File: src/rtl/mwr_pkg.sv
// Shared types, frame constants and the CRC-16 byte update for the write-register framer.
`default_nettype none

package mwr_pkg;

	// Fixed frame contents
	localparam logic [7:0]  FUNC_WRITE_SINGLE = 8'h06;
	localparam logic [7:0]  ADDR_HIGH_FIXED   = 8'h20;
	localparam logic [15:0] CRC_INIT          = 16'hFFFF;
	localparam logic [15:0] CRC_POLY          = 16'hA001;
	localparam logic [7:0]  DEV_ADDR_RESET    = 8'h01;

	// Byte positions within the frame, in transmit order
	localparam logic [2:0] POS_DEV     = 3'd0;
	localparam logic [2:0] POS_FUNC    = 3'd1;
	localparam logic [2:0] POS_ADDR_HI = 3'd2;
	localparam logic [2:0] POS_ADDR_LO = 3'd3;
	localparam logic [2:0] POS_VAL_HI  = 3'd4;
	localparam logic [2:0] POS_VAL_LO  = 3'd5;
	localparam logic [2:0] POS_CRC_LO  = 3'd6;
	localparam logic [2:0] POS_CRC_HI  = 3'd7;

	// One queued request, with the device address captured at acceptance
	typedef struct packed {
		logic [7:0]  dev_addr;
		logic [7:0]  reg_low;
		logic [15:0] value;
	} mwr_entry_t;

	// CRC-16/MODBUS: fold one byte into the running CRC, reflected, LSB first
	function automatic logic [15:0] crc16_byte(input logic [15:0] crc_in, input logic [7:0] data);
		logic [15:0] crc;
		crc = crc_in ^ {8'h00, data};
		for (int b = 0; b < 8; b++) begin
			if (crc[0]) begin
				crc = (crc >> 1) ^ CRC_POLY;
			end else begin
				crc = crc >> 1;
			end
		end
		return crc;
	endfunction

endpackage

`default_nettype wire

File: src/rtl/mwr_front.sv
// Front end: device address register, request intake and a two-entry request queue.
`default_nettype none

module mwr_front import mwr_pkg::*; (
	input  wire logic        clk,
	input  wire logic        arst_n,
	input  wire logic        cfg_valid,
	output logic             cfg_ready,
	input  wire logic [7:0]  cfg_data,
	input  wire logic        in_valid,
	output logic             in_ready,
	input  wire logic [7:0]  register_low,
	input  wire logic [15:0] write_value,
	input  wire logic        pop,
	output logic             entry_valid,
	output mwr_entry_t       entry
);

	logic [7:0]  dev_addr_q;
	mwr_entry_t  queue_q [2];
	logic        wr_ptr_q;
	logic        rd_ptr_q;
	logic [1:0]  count_q;
	logic        push;
	logic        do_pop;

	// Configuration register, always ready
	assign cfg_ready = 1'b1;

	always_ff @(posedge clk or negedge arst_n) begin
		if (!arst_n) begin
			dev_addr_q <= DEV_ADDR_RESET;
		end else if (cfg_valid) begin
			dev_addr_q <= cfg_data;
		end
	end

	// Queue handshakes
	assign in_ready    = (count_q != 2'd2);
	assign push        = in_valid && in_ready;
	assign entry_valid = (count_q != 2'd0);
	assign do_pop      = pop && entry_valid;
	assign entry       = queue_q[rd_ptr_q];

	// Pointers and fill count
	always_ff @(posedge clk or negedge arst_n) begin
		if (!arst_n) begin
			wr_ptr_q <= 1'b0;
			rd_ptr_q <= 1'b0;
			count_q  <= 2'd0;
		end else begin
			if (push) begin
				wr_ptr_q <= ~wr_ptr_q;
			end
			if (do_pop) begin
				rd_ptr_q <= ~rd_ptr_q;
			end
			if (push && !do_pop) begin
				count_q <= count_q + 2'd1;
			end else if (do_pop && !push) begin
				count_q <= count_q - 2'd1;
			end
		end
	end

	// Entry storage, payload only
	always_ff @(posedge clk) begin
		if (push) begin
			queue_q[wr_ptr_q] <= '{dev_addr: dev_addr_q, reg_low: register_low,
				value: write_value};
		end
	end

endmodule

`default_nettype wire

File: src/rtl/mwr_back.sv
// Back end: serialises one queued request into eight frame bytes with a running CRC.
`default_nettype none

module mwr_back import mwr_pkg::*; (
	input  wire logic        clk,
	input  wire logic        arst_n,
	input  wire logic        entry_valid,
	input  wire mwr_entry_t  entry,
	output logic             pop,
	output logic             out_valid,
	input  wire logic        out_ready,
	output logic [7:0]       frame_byte,
	output logic             last_byte
);

	logic [2:0]  pos_q;
	logic [15:0] crc_q;
	logic        out_valid_q;
	logic [7:0]  byte_q;
	logic        last_q;
	logic        load;
	logic [7:0]  next_byte;

	// Output register takes a new byte when empty or being drained
	assign load = entry_valid && (!out_valid_q || out_ready);
	assign pop  = load && (pos_q == POS_CRC_HI);

	// Byte for the current position
	always_comb begin
		case (pos_q)
			POS_DEV:     next_byte = entry.dev_addr;
			POS_FUNC:    next_byte = FUNC_WRITE_SINGLE;
			POS_ADDR_HI: next_byte = ADDR_HIGH_FIXED;
			POS_ADDR_LO: next_byte = entry.reg_low;
			POS_VAL_HI:  next_byte = entry.value[15:8];
			POS_VAL_LO:  next_byte = entry.value[7:0];
			POS_CRC_LO:  next_byte = crc_q[7:0];
			POS_CRC_HI:  next_byte = crc_q[15:8];
			default:     next_byte = 8'h00;
		endcase
	end

	// Position counter, CRC accumulator and output valid
	always_ff @(posedge clk or negedge arst_n) begin
		if (!arst_n) begin
			pos_q       <= POS_DEV;
			crc_q       <= CRC_INIT;
			out_valid_q <= 1'b0;
		end else begin
			if (load) begin
				out_valid_q <= 1'b1;
				pos_q       <= pos_q + 3'd1;
				if (pos_q == POS_CRC_HI) begin
					crc_q <= CRC_INIT;
				end else if (pos_q != POS_CRC_LO) begin
					crc_q <= crc16_byte(crc_q, next_byte);
				end
			end else if (out_ready) begin
				out_valid_q <= 1'b0;
			end
		end
	end

	// Output payload
	always_ff @(posedge clk) begin
		if (load) begin
			byte_q <= next_byte;
			last_q <= (pos_q == POS_CRC_HI);
		end
	end

	assign out_valid  = out_valid_q;
	assign frame_byte = byte_q;
	assign last_byte  = last_q;

endmodule

`default_nettype wire

File: src/rtl/modbus_write_register_framer.sv
// Top level of the Modbus RTU write-single-register framer.
//
//   channel | signals                                   | dir | beat
//   cfg     | cfg_valid, cfg_ready, cfg_data[7:0]       | in  | device address
//   in      | in_valid, in_ready, register_low, write_value | in | one request
//   out     | out_valid, out_ready, frame_byte, last_byte | out | one frame byte
//
// Each request yields eight output beats, one per cycle while out_ready stays high;
// the byte serialiser in the back end sets that rate.
// The first byte is loaded from the queue into the output register.
// A two-entry queue lets requests be taken while a frame is still being sent.
// Reset sets the device address to 1 and empties queue and output register.
// Device address is captured per request at acceptance.
`default_nettype none

module modbus_write_register_framer import mwr_pkg::*; (
	input  wire logic        clk,
	input  wire logic        arst_n,
	input  wire logic        cfg_valid,
	output logic             cfg_ready,
	input  wire logic [7:0]  cfg_data,
	input  wire logic        in_valid,
	output logic             in_ready,
	input  wire logic [7:0]  register_low,
	input  wire logic [15:0] write_value,
	output logic             out_valid,
	input  wire logic        out_ready,
	output logic [7:0]       frame_byte,
	output logic             last_byte
);

	logic       entry_valid;
	logic       pop;
	mwr_entry_t entry;

	mwr_front u_front (
		.clk          (clk),
		.arst_n       (arst_n),
		.cfg_valid    (cfg_valid),
		.cfg_ready    (cfg_ready),
		.cfg_data     (cfg_data),
		.in_valid     (in_valid),
		.in_ready     (in_ready),
		.register_low (register_low),
		.write_value  (write_value),
		.pop          (pop),
		.entry_valid  (entry_valid),
		.entry        (entry)
	);

	mwr_back u_back (
		.clk         (clk),
		.arst_n      (arst_n),
		.entry_valid (entry_valid),
		.entry       (entry),
		.pop         (pop),
		.out_valid   (out_valid),
		.out_ready   (out_ready),
		.frame_byte  (frame_byte),
		.last_byte   (last_byte)
	);

endmodule

`default_nettype wire

File: config.mk
export PLATFORM = sky130hd
export DESIGN_NAME = modbus_write_register_framer
export DESIGN_NICKNAME = d
export VERILOG_FILES = /design/src/rtl/mwr_pkg.sv /design/src/rtl/mwr_front.sv /design/src/rtl/mwr_back.sv /design/src/rtl/modbus_write_register_framer.sv
export SDC_FILE = /design/constraint.sdc
export NUM_CORES = 1
export LEC_CHECK = 0
export BUFFER_PORTS_ARGS = -buffer_cell sky130_fd_sc_hd__buf_2
export CORE_ASPECT_RATIO = 0.6
export CORE_MARGIN = 1
export CORE_UTILIZATION = 45
export CTS_CLUSTER_DIAMETER = 200
export CTS_CLUSTER_SIZE = 16
export DETAILED_ROUTE_END_ITERATION = 6
export HOLD_SLACK_MARGIN = 0.02
export SYNTH_ARGS = -nofsm -noshare
export SYNTH_HDL_FRONTEND = slang
export SYNTH_SLANG_ARGS = --single-unit
File: constraint.sdc
create_clock -name clk -period 3.8 [get_ports clk]
set_input_delay 0 -clock clk [delete_from_list [all_inputs] [get_ports clk]]
set_output_delay 0 -clock clk [all_outputs]
set_load 0.02 [all_outputs]
* Word level (Yosys, flattened, before mapping) *
Memories as Yosys holds them, arrays and structs flattened.
Cells that the tools add are included.

storage, ports and cells
  memory bits (writable) = 64
  register bits after elaboration = 41
  output and inout bits = 12
  input bits = 37
  logic and storage cells = 87
  memories = 1

cells by class
  add/subtract/negate cells = 3
  bitwise gates (word level) = 11
  equal/unequal tests = 9
  reductions and logical operators = 16
  muxes and demuxes = 38

memory list
  memory           words  width  rd ports  clocked after memory_dff  wr ports  line             text
  u_front.queue_q  2      32     1         0                         1         mwr_front.sv:20  mwr_entry_t queue_q [2];

operators by type and width
  kind                                               count
  2-to-1 mux 16 bit                                  31
  case mux 8 bit (8 select lines)                    1
  NOT 2 -> 3 bit                                     8
  bitwise XOR 16 x 8 -> 16 bit                       1
  == test 3 bit (second input constant)              4
  nonzero test 2 bit                                 4
  == test 3 x 2 -> 1 bit (second input constant)     2
  logical AND 1 bit                                  6
  2-to-1 mux 1 bit                                   4
  2-to-1 mux 2 bit                                   2
  adder 3 x 1 -> 3 bit (second input constant)       1
  == test 3 x 1 -> 1 bit (second input constant)     1
  zero test 1 bit                                    3
  zero test 3 bit                                    1
  inequality test 3 bit (second input constant)      1
  adder 2 x 1 -> 2 bit (second input constant)       1
  inequality test 2 bit (second input constant)      1
  NOT 1 bit                                          2
  AND reduction 2 bit                                1
  subtractor 2 x 1 -> 2 bit (second input constant)  1
  logical OR 1 bit                                   1

* Logic depth before layout (Yosys ltp) *
  depth in word-level cells = 42
  mapped depth = 12
  gate-level depth less buffers = 10

* Modules after synthesis *
A second synthesis with hierarchy kept.

second synthesis, totals
  cell total of the unflattened synthesis = 318
  area, all modules = 4833.4 µm²

modules (own cells, without submodules)
  module     sequential area each (µm²)  cells an instance  instances  area each (µm²)
  mwr_front  2223.4                      137                1          2966.6
  mwr_back   790.8                       181                1          1866.8

* Least setup slack after synthesis *
Ideal clock, no wire load.

  path type = flip-flop to flip-flop
  from = register u_back.pos_q[0]
  to = register u_back.crc_q[0]
  buffers on the path = 1
  clock period less this slack = 2.801 ns
  required time = 3.727 ns
  library setup time = 0.073 ns
  path slack = 0.999 ns
  cell stages (with the launch flop) = 12
  arrival time = 2.728 ns
  cells stage by stage = dfrtp_1 ha_1 ha_1 nor3_4 and2_1 buf_6 o31a_1 xnor2_2 xor3_2 xnor2_1 xor3_1 a21oi_1

on the way
  word-level cells in the longest chain between the ends = 35
  elaborated cells on any way between the ends = 51
  those cells by class = eq/ne: 8; mux: 32; bitwise: 8; reduce/logical: 3

RTL lines
  item                                         line            text
  start, declared                              mwr_back.sv:16  logic [2:0] pos_q;
  start signal, assigned                       mwr_back.sv:52  pos_q <= pos_q + 3'd1;
  == test 3 bit, or another cell as far along  mwr_back.sv:30  case (pos_q)
  case mux 8 bit (8 select lines) (*)          mwr_back.sv:30
  named net u_back.next_byte[6]                mwr_back.sv:22  logic [7:0] next_byte;
  bitwise XOR 16 x 8 -> 16 bit (*)             mwr_pkg.sv:33   crc = crc_in ^ {8'h00, data};
  2-to-1 mux 16 bit (*)                        mwr_pkg.sv:35   if (crc[0]) begin
  2-to-1 mux 16 bit (*)                        mwr_back.sv:55  end else if (pos_q != POS_CRC_LO) begin
  2-to-1 mux 16 bit (*)                        mwr_back.sv:53  if (pos_q == POS_CRC_HI) begin
  2-to-1 mux 16 bit (*)                        mwr_back.sv:50  if (load) begin
  [20 not listed]                              n/a
  2-to-1 mux 16 bit (*)                        mwr_back.sv:50
  2-to-1 mux 16 bit (*)                        mwr_pkg.sv:35
  2-to-1 mux 16 bit (*)                        mwr_back.sv:55
  2-to-1 mux 16 bit (*)                        mwr_back.sv:53
  2-to-1 mux 16 bit (*)                        mwr_back.sv:50
  2-to-1 mux 16 bit (*)                        mwr_pkg.sv:35
  2-to-1 mux 16 bit (*)                        mwr_back.sv:55
  2-to-1 mux 16 bit (*)                        mwr_back.sv:53
  end signal, assigned                         mwr_back.sv:56  crc_q <= crc16_byte(crc_q, next_byte);
  end, declared                                mwr_back.sv:17  logic [15:0] crc_q;

The timed path passes the listed nets; every way through them passes the cells marked *. The select of a mux whose other input is x is not followed.
A chain may end at the register's enable or synchronous reset.

* Worst setup path in the final report *
  from = register u_back.pos_q[2]
  to = register u_back.crc_q[0]

Same word-level chain as after synthesis.

==> results.json <==
{
  "wl_met3_um": 459,
  "wl_per_cell_um": 17.6,
  "synth_warnings": 0,
  "critPathKind": "reg2reg",
  "ys_ff_latch": 105,
  "syn_nets": 342,
  "finalSetupTns_ns": 0,
  "timing.final.hold_violations": 0,
  "cp_max_fo": 17,
  "drive_gt1_share_pct": 27.9,
  "synthSimpleGateAreaFrac_pct": 4.07,
  "synth_top_family_by_area": "compound AO/OA/AOI/OAI gates",
  "worst_slew_pin_slew_ns": 0.791,
  "grt_pass1_wl_mm": 14.8,
  "numCtsBuffers": 9,
  "avgSynthCellArea_um2": 15.2,
  "synth_compound_area_share_pct": 9.25,
  "io_pins": 49,
  "antenna_found_initial": 0,
  "die_h_um": 79.8,
  "clk_latency_ns": 0.35,
  "layout_common_cells": "73 x edfxtp_1, 47 x buf_2, 35 x dlygate4sd3_1, 29 x mux2i_1, 17 x dfstp_2",
  "skew_ns": 0.00867,
  "syn_area_mm2": 0.00454,
  "nNetsFinal": 430,
  "core_area_mm2": 0.00949,
  "synth_top_cell_by_area": "edfxtp_1",
  "clock.fmax_mhz": 291,
  "cp.required_ns": 4.08,
  "start_kind": "register",
  "grt_use_total_pct": 19.4,
  "vias": 2694,
  "n_antenna_cell": 0,
  "die-area_mm2": 0.0105,
  "setup_viol": 0,
  "htree_levels": 3,
  "routed_wirelength_mm": 9.15,
  "status": "finished clean",
  "synth_xor_area_share_pct": 7.08,
  "grt_max_degree": 33,
  "yosysSeqAreaShare_pct": 66.3,
  "relSlewSlack_pct": 47.0,
  "viasPerCell": 5.17,
  "dp_hpwl_mm": 6.17,
  "clock_path_buffers": 2,
  "synth_top_area_share_pct": 48.2,
  "route.met2.wl_mm": 3.99,
  "cts_resized": 0,
  "grt_overflow": 0,
  "grt_pass1_vias": 2750,
  "regToRegSetupSlack_ns": 0.36,
  "numPortBuffers": 47,
  "die_w_um": 132,
  "worst_setup_path_end_kind": "register",
  "syn2layout_area_growth_pct": 22.1,
  "critPathArrivalTime_ns": 3.72,
  "finalMaxSlewViolations": 0,
  "fillers": 763,
  "synth_fa_ha_area_share_pct": 1.93,
  "clk_pin_slew_ns": 0.07,
  "fp-row-count": 27,
  "grt_setup_unrepaired": "no",
  "root_buffer": "clkbuf_16",
  "wl_met1_mm": 4.61,
  "start_util_pct": 47.9,
  "synthCells": 298,
  "drtIter0Drc": 210,
  "final.min_clock_period_ns": 3.44,
  "multiInputGateArea_mm2": 0.00141,
  "top_layer": "met4",
  "hold_path_class": "in2reg",
  "final_common_cell": "edfxtp_1",
  "drv_cap": 0,
  "drc_errors": 0,
  "yosysUniqueCellTypes": 44,
  "place_congestion": 0.823,
  "drtAntennaViolNets": 0,
  "synth_area_leaders": "edfxtp_1 48%, dfstp_2 9.8%, dfrtp_1 8.3%",
  "fin_crit_sh_pct": 90.5,
  "synthMuxAreaShare_pct": 8.37,
  "regArea_mm2": 0.00301,
  "firstDrtPassIters": 4,
  "cts_tree": "built",
  "clock_sinks": 105
}
[cell families after synthesis]
group,after synthesis
flops,105
xor+xnor,28
buf+inv,21
mux,37
fa+ha+maj,7
compound gates,60
other cells,1
simple gates,39
[routing by layer]
layer  up-vias  track usage [%]
li1       1292                -
met5         -                0
met3        10             5.08
met2        69             30.1
met1      1323             27.1
met4         0             5.47
[area by class of cell]
type	instances	area share [%]
inverters	8	0.541
clock inverters	6	0.902
repair buffers	90	11.6
well taps	130	2.93
clock buffers	10	4.31
flip-flops and latches	105	54.3
multi-input cells	172	25.3
[registers in the layout, indices dropped and copies added (netlist names)]
name / flops
u_front.count_q: 2
u_back.last_byte: 1
u_back.pos_q: 3
u_front.queue_q: 64
u_back.frame_byte: 8
u_front.wr_ptr_q: 1
u_front.dev_addr_q: 8
u_front.rd_ptr_q: 1
u_back.crc_q: 16
u_back.out_valid: 1
[per-stage QoR]
stage	setup slack (ns)	cell area, um^2	utilization (%)	cells	hold slack (ns)
after floorplan	0.999	4540	-	298	-0.296
after global placement	0.622	4910	51.7	470	0.118
after detailed placement	0.423	4910	51.7	470	0.118
after CTS	0.399	5550	58.4	521	0.0482
after global routing	0.200	5550	58.4	521	0.0580
final	0.359	5550	58.4	521	0.0450
[worst paths after layout]
| check | to | from | depth (start not counted) |
|---|---|---|---|
| min in group asynchronous | u_front.count_q[0] | arst_n | 2 |
| min reg2reg | u_front.queue_q[0][26] | u_front.dev_addr_q[2] | 0 |
| max | u_back.crc_q[0] | u_back.pos_q[2] | 10 |
| min | u_front.dev_addr_q[5] | cfg_valid | 2 |
| max in group asynchronous | u_front.dev_addr_q[1] | arst_n | 2 |
| max reg2reg | u_back.crc_q[0] | u_back.pos_q[2] | 10 |
[Yosys cell counts]
cell / number
a21oi_2: 1
xor3_1: 1
dfrtp_1: 15
xnor2_2: 4
nand2_1: 8
o22ai_1: 7
o31a_4: 1
nor2_1: 16
conb_1: 1
a22o_1: 1
mux2i_1: 29
inv_1: 8
and2_1: 1
a21oi_1: 15
dfstp_2: 17
ha_1: 7
nor3_1: 2
mux2_2: 8
a211oi_1: 1
o31ai_2: 1
clkbuf_2: 1
xor3_2: 1
xnor3_2: 1
o21ai_0: 10
nor4_1: 1
o31a_2: 1
nand3_1: 5
clkbuf_1: 3
buf_6: 6
a22oi_1: 3
xor2_1: 7
or2_2: 1
xnor2_1: 14
buf_2: 2
a32oi_1: 7
nor3_4: 1
edfxtp_1: 73
and3_1: 1
o31a_1: 2
nand2b_1: 3
o21a_1: 2
o22a_1: 7
a221oi_1: 1
buf_4: 1
[critical path, stage by stage (launching register included)]
cell and delay (ns):
dfrtp_1 0.72, inv_1 0.18, ha_1 0.27, nor3_4 0.26
and2_1 0.42, o31a_1 0.28, xnor2_2 0.16, xor3_2 0.34
xnor2_1 0.15, xor3_1 0.42, a21oi_1 0.17
[what timing repair did]
item,in CTS,in global routing
buffers inserted,0,0
hold buffers,35,0
hold endpoints to repair,73,0
Power is not shown: default switching activity piles up to over one toggle a cycle in this logic, so the estimate is an artifact.
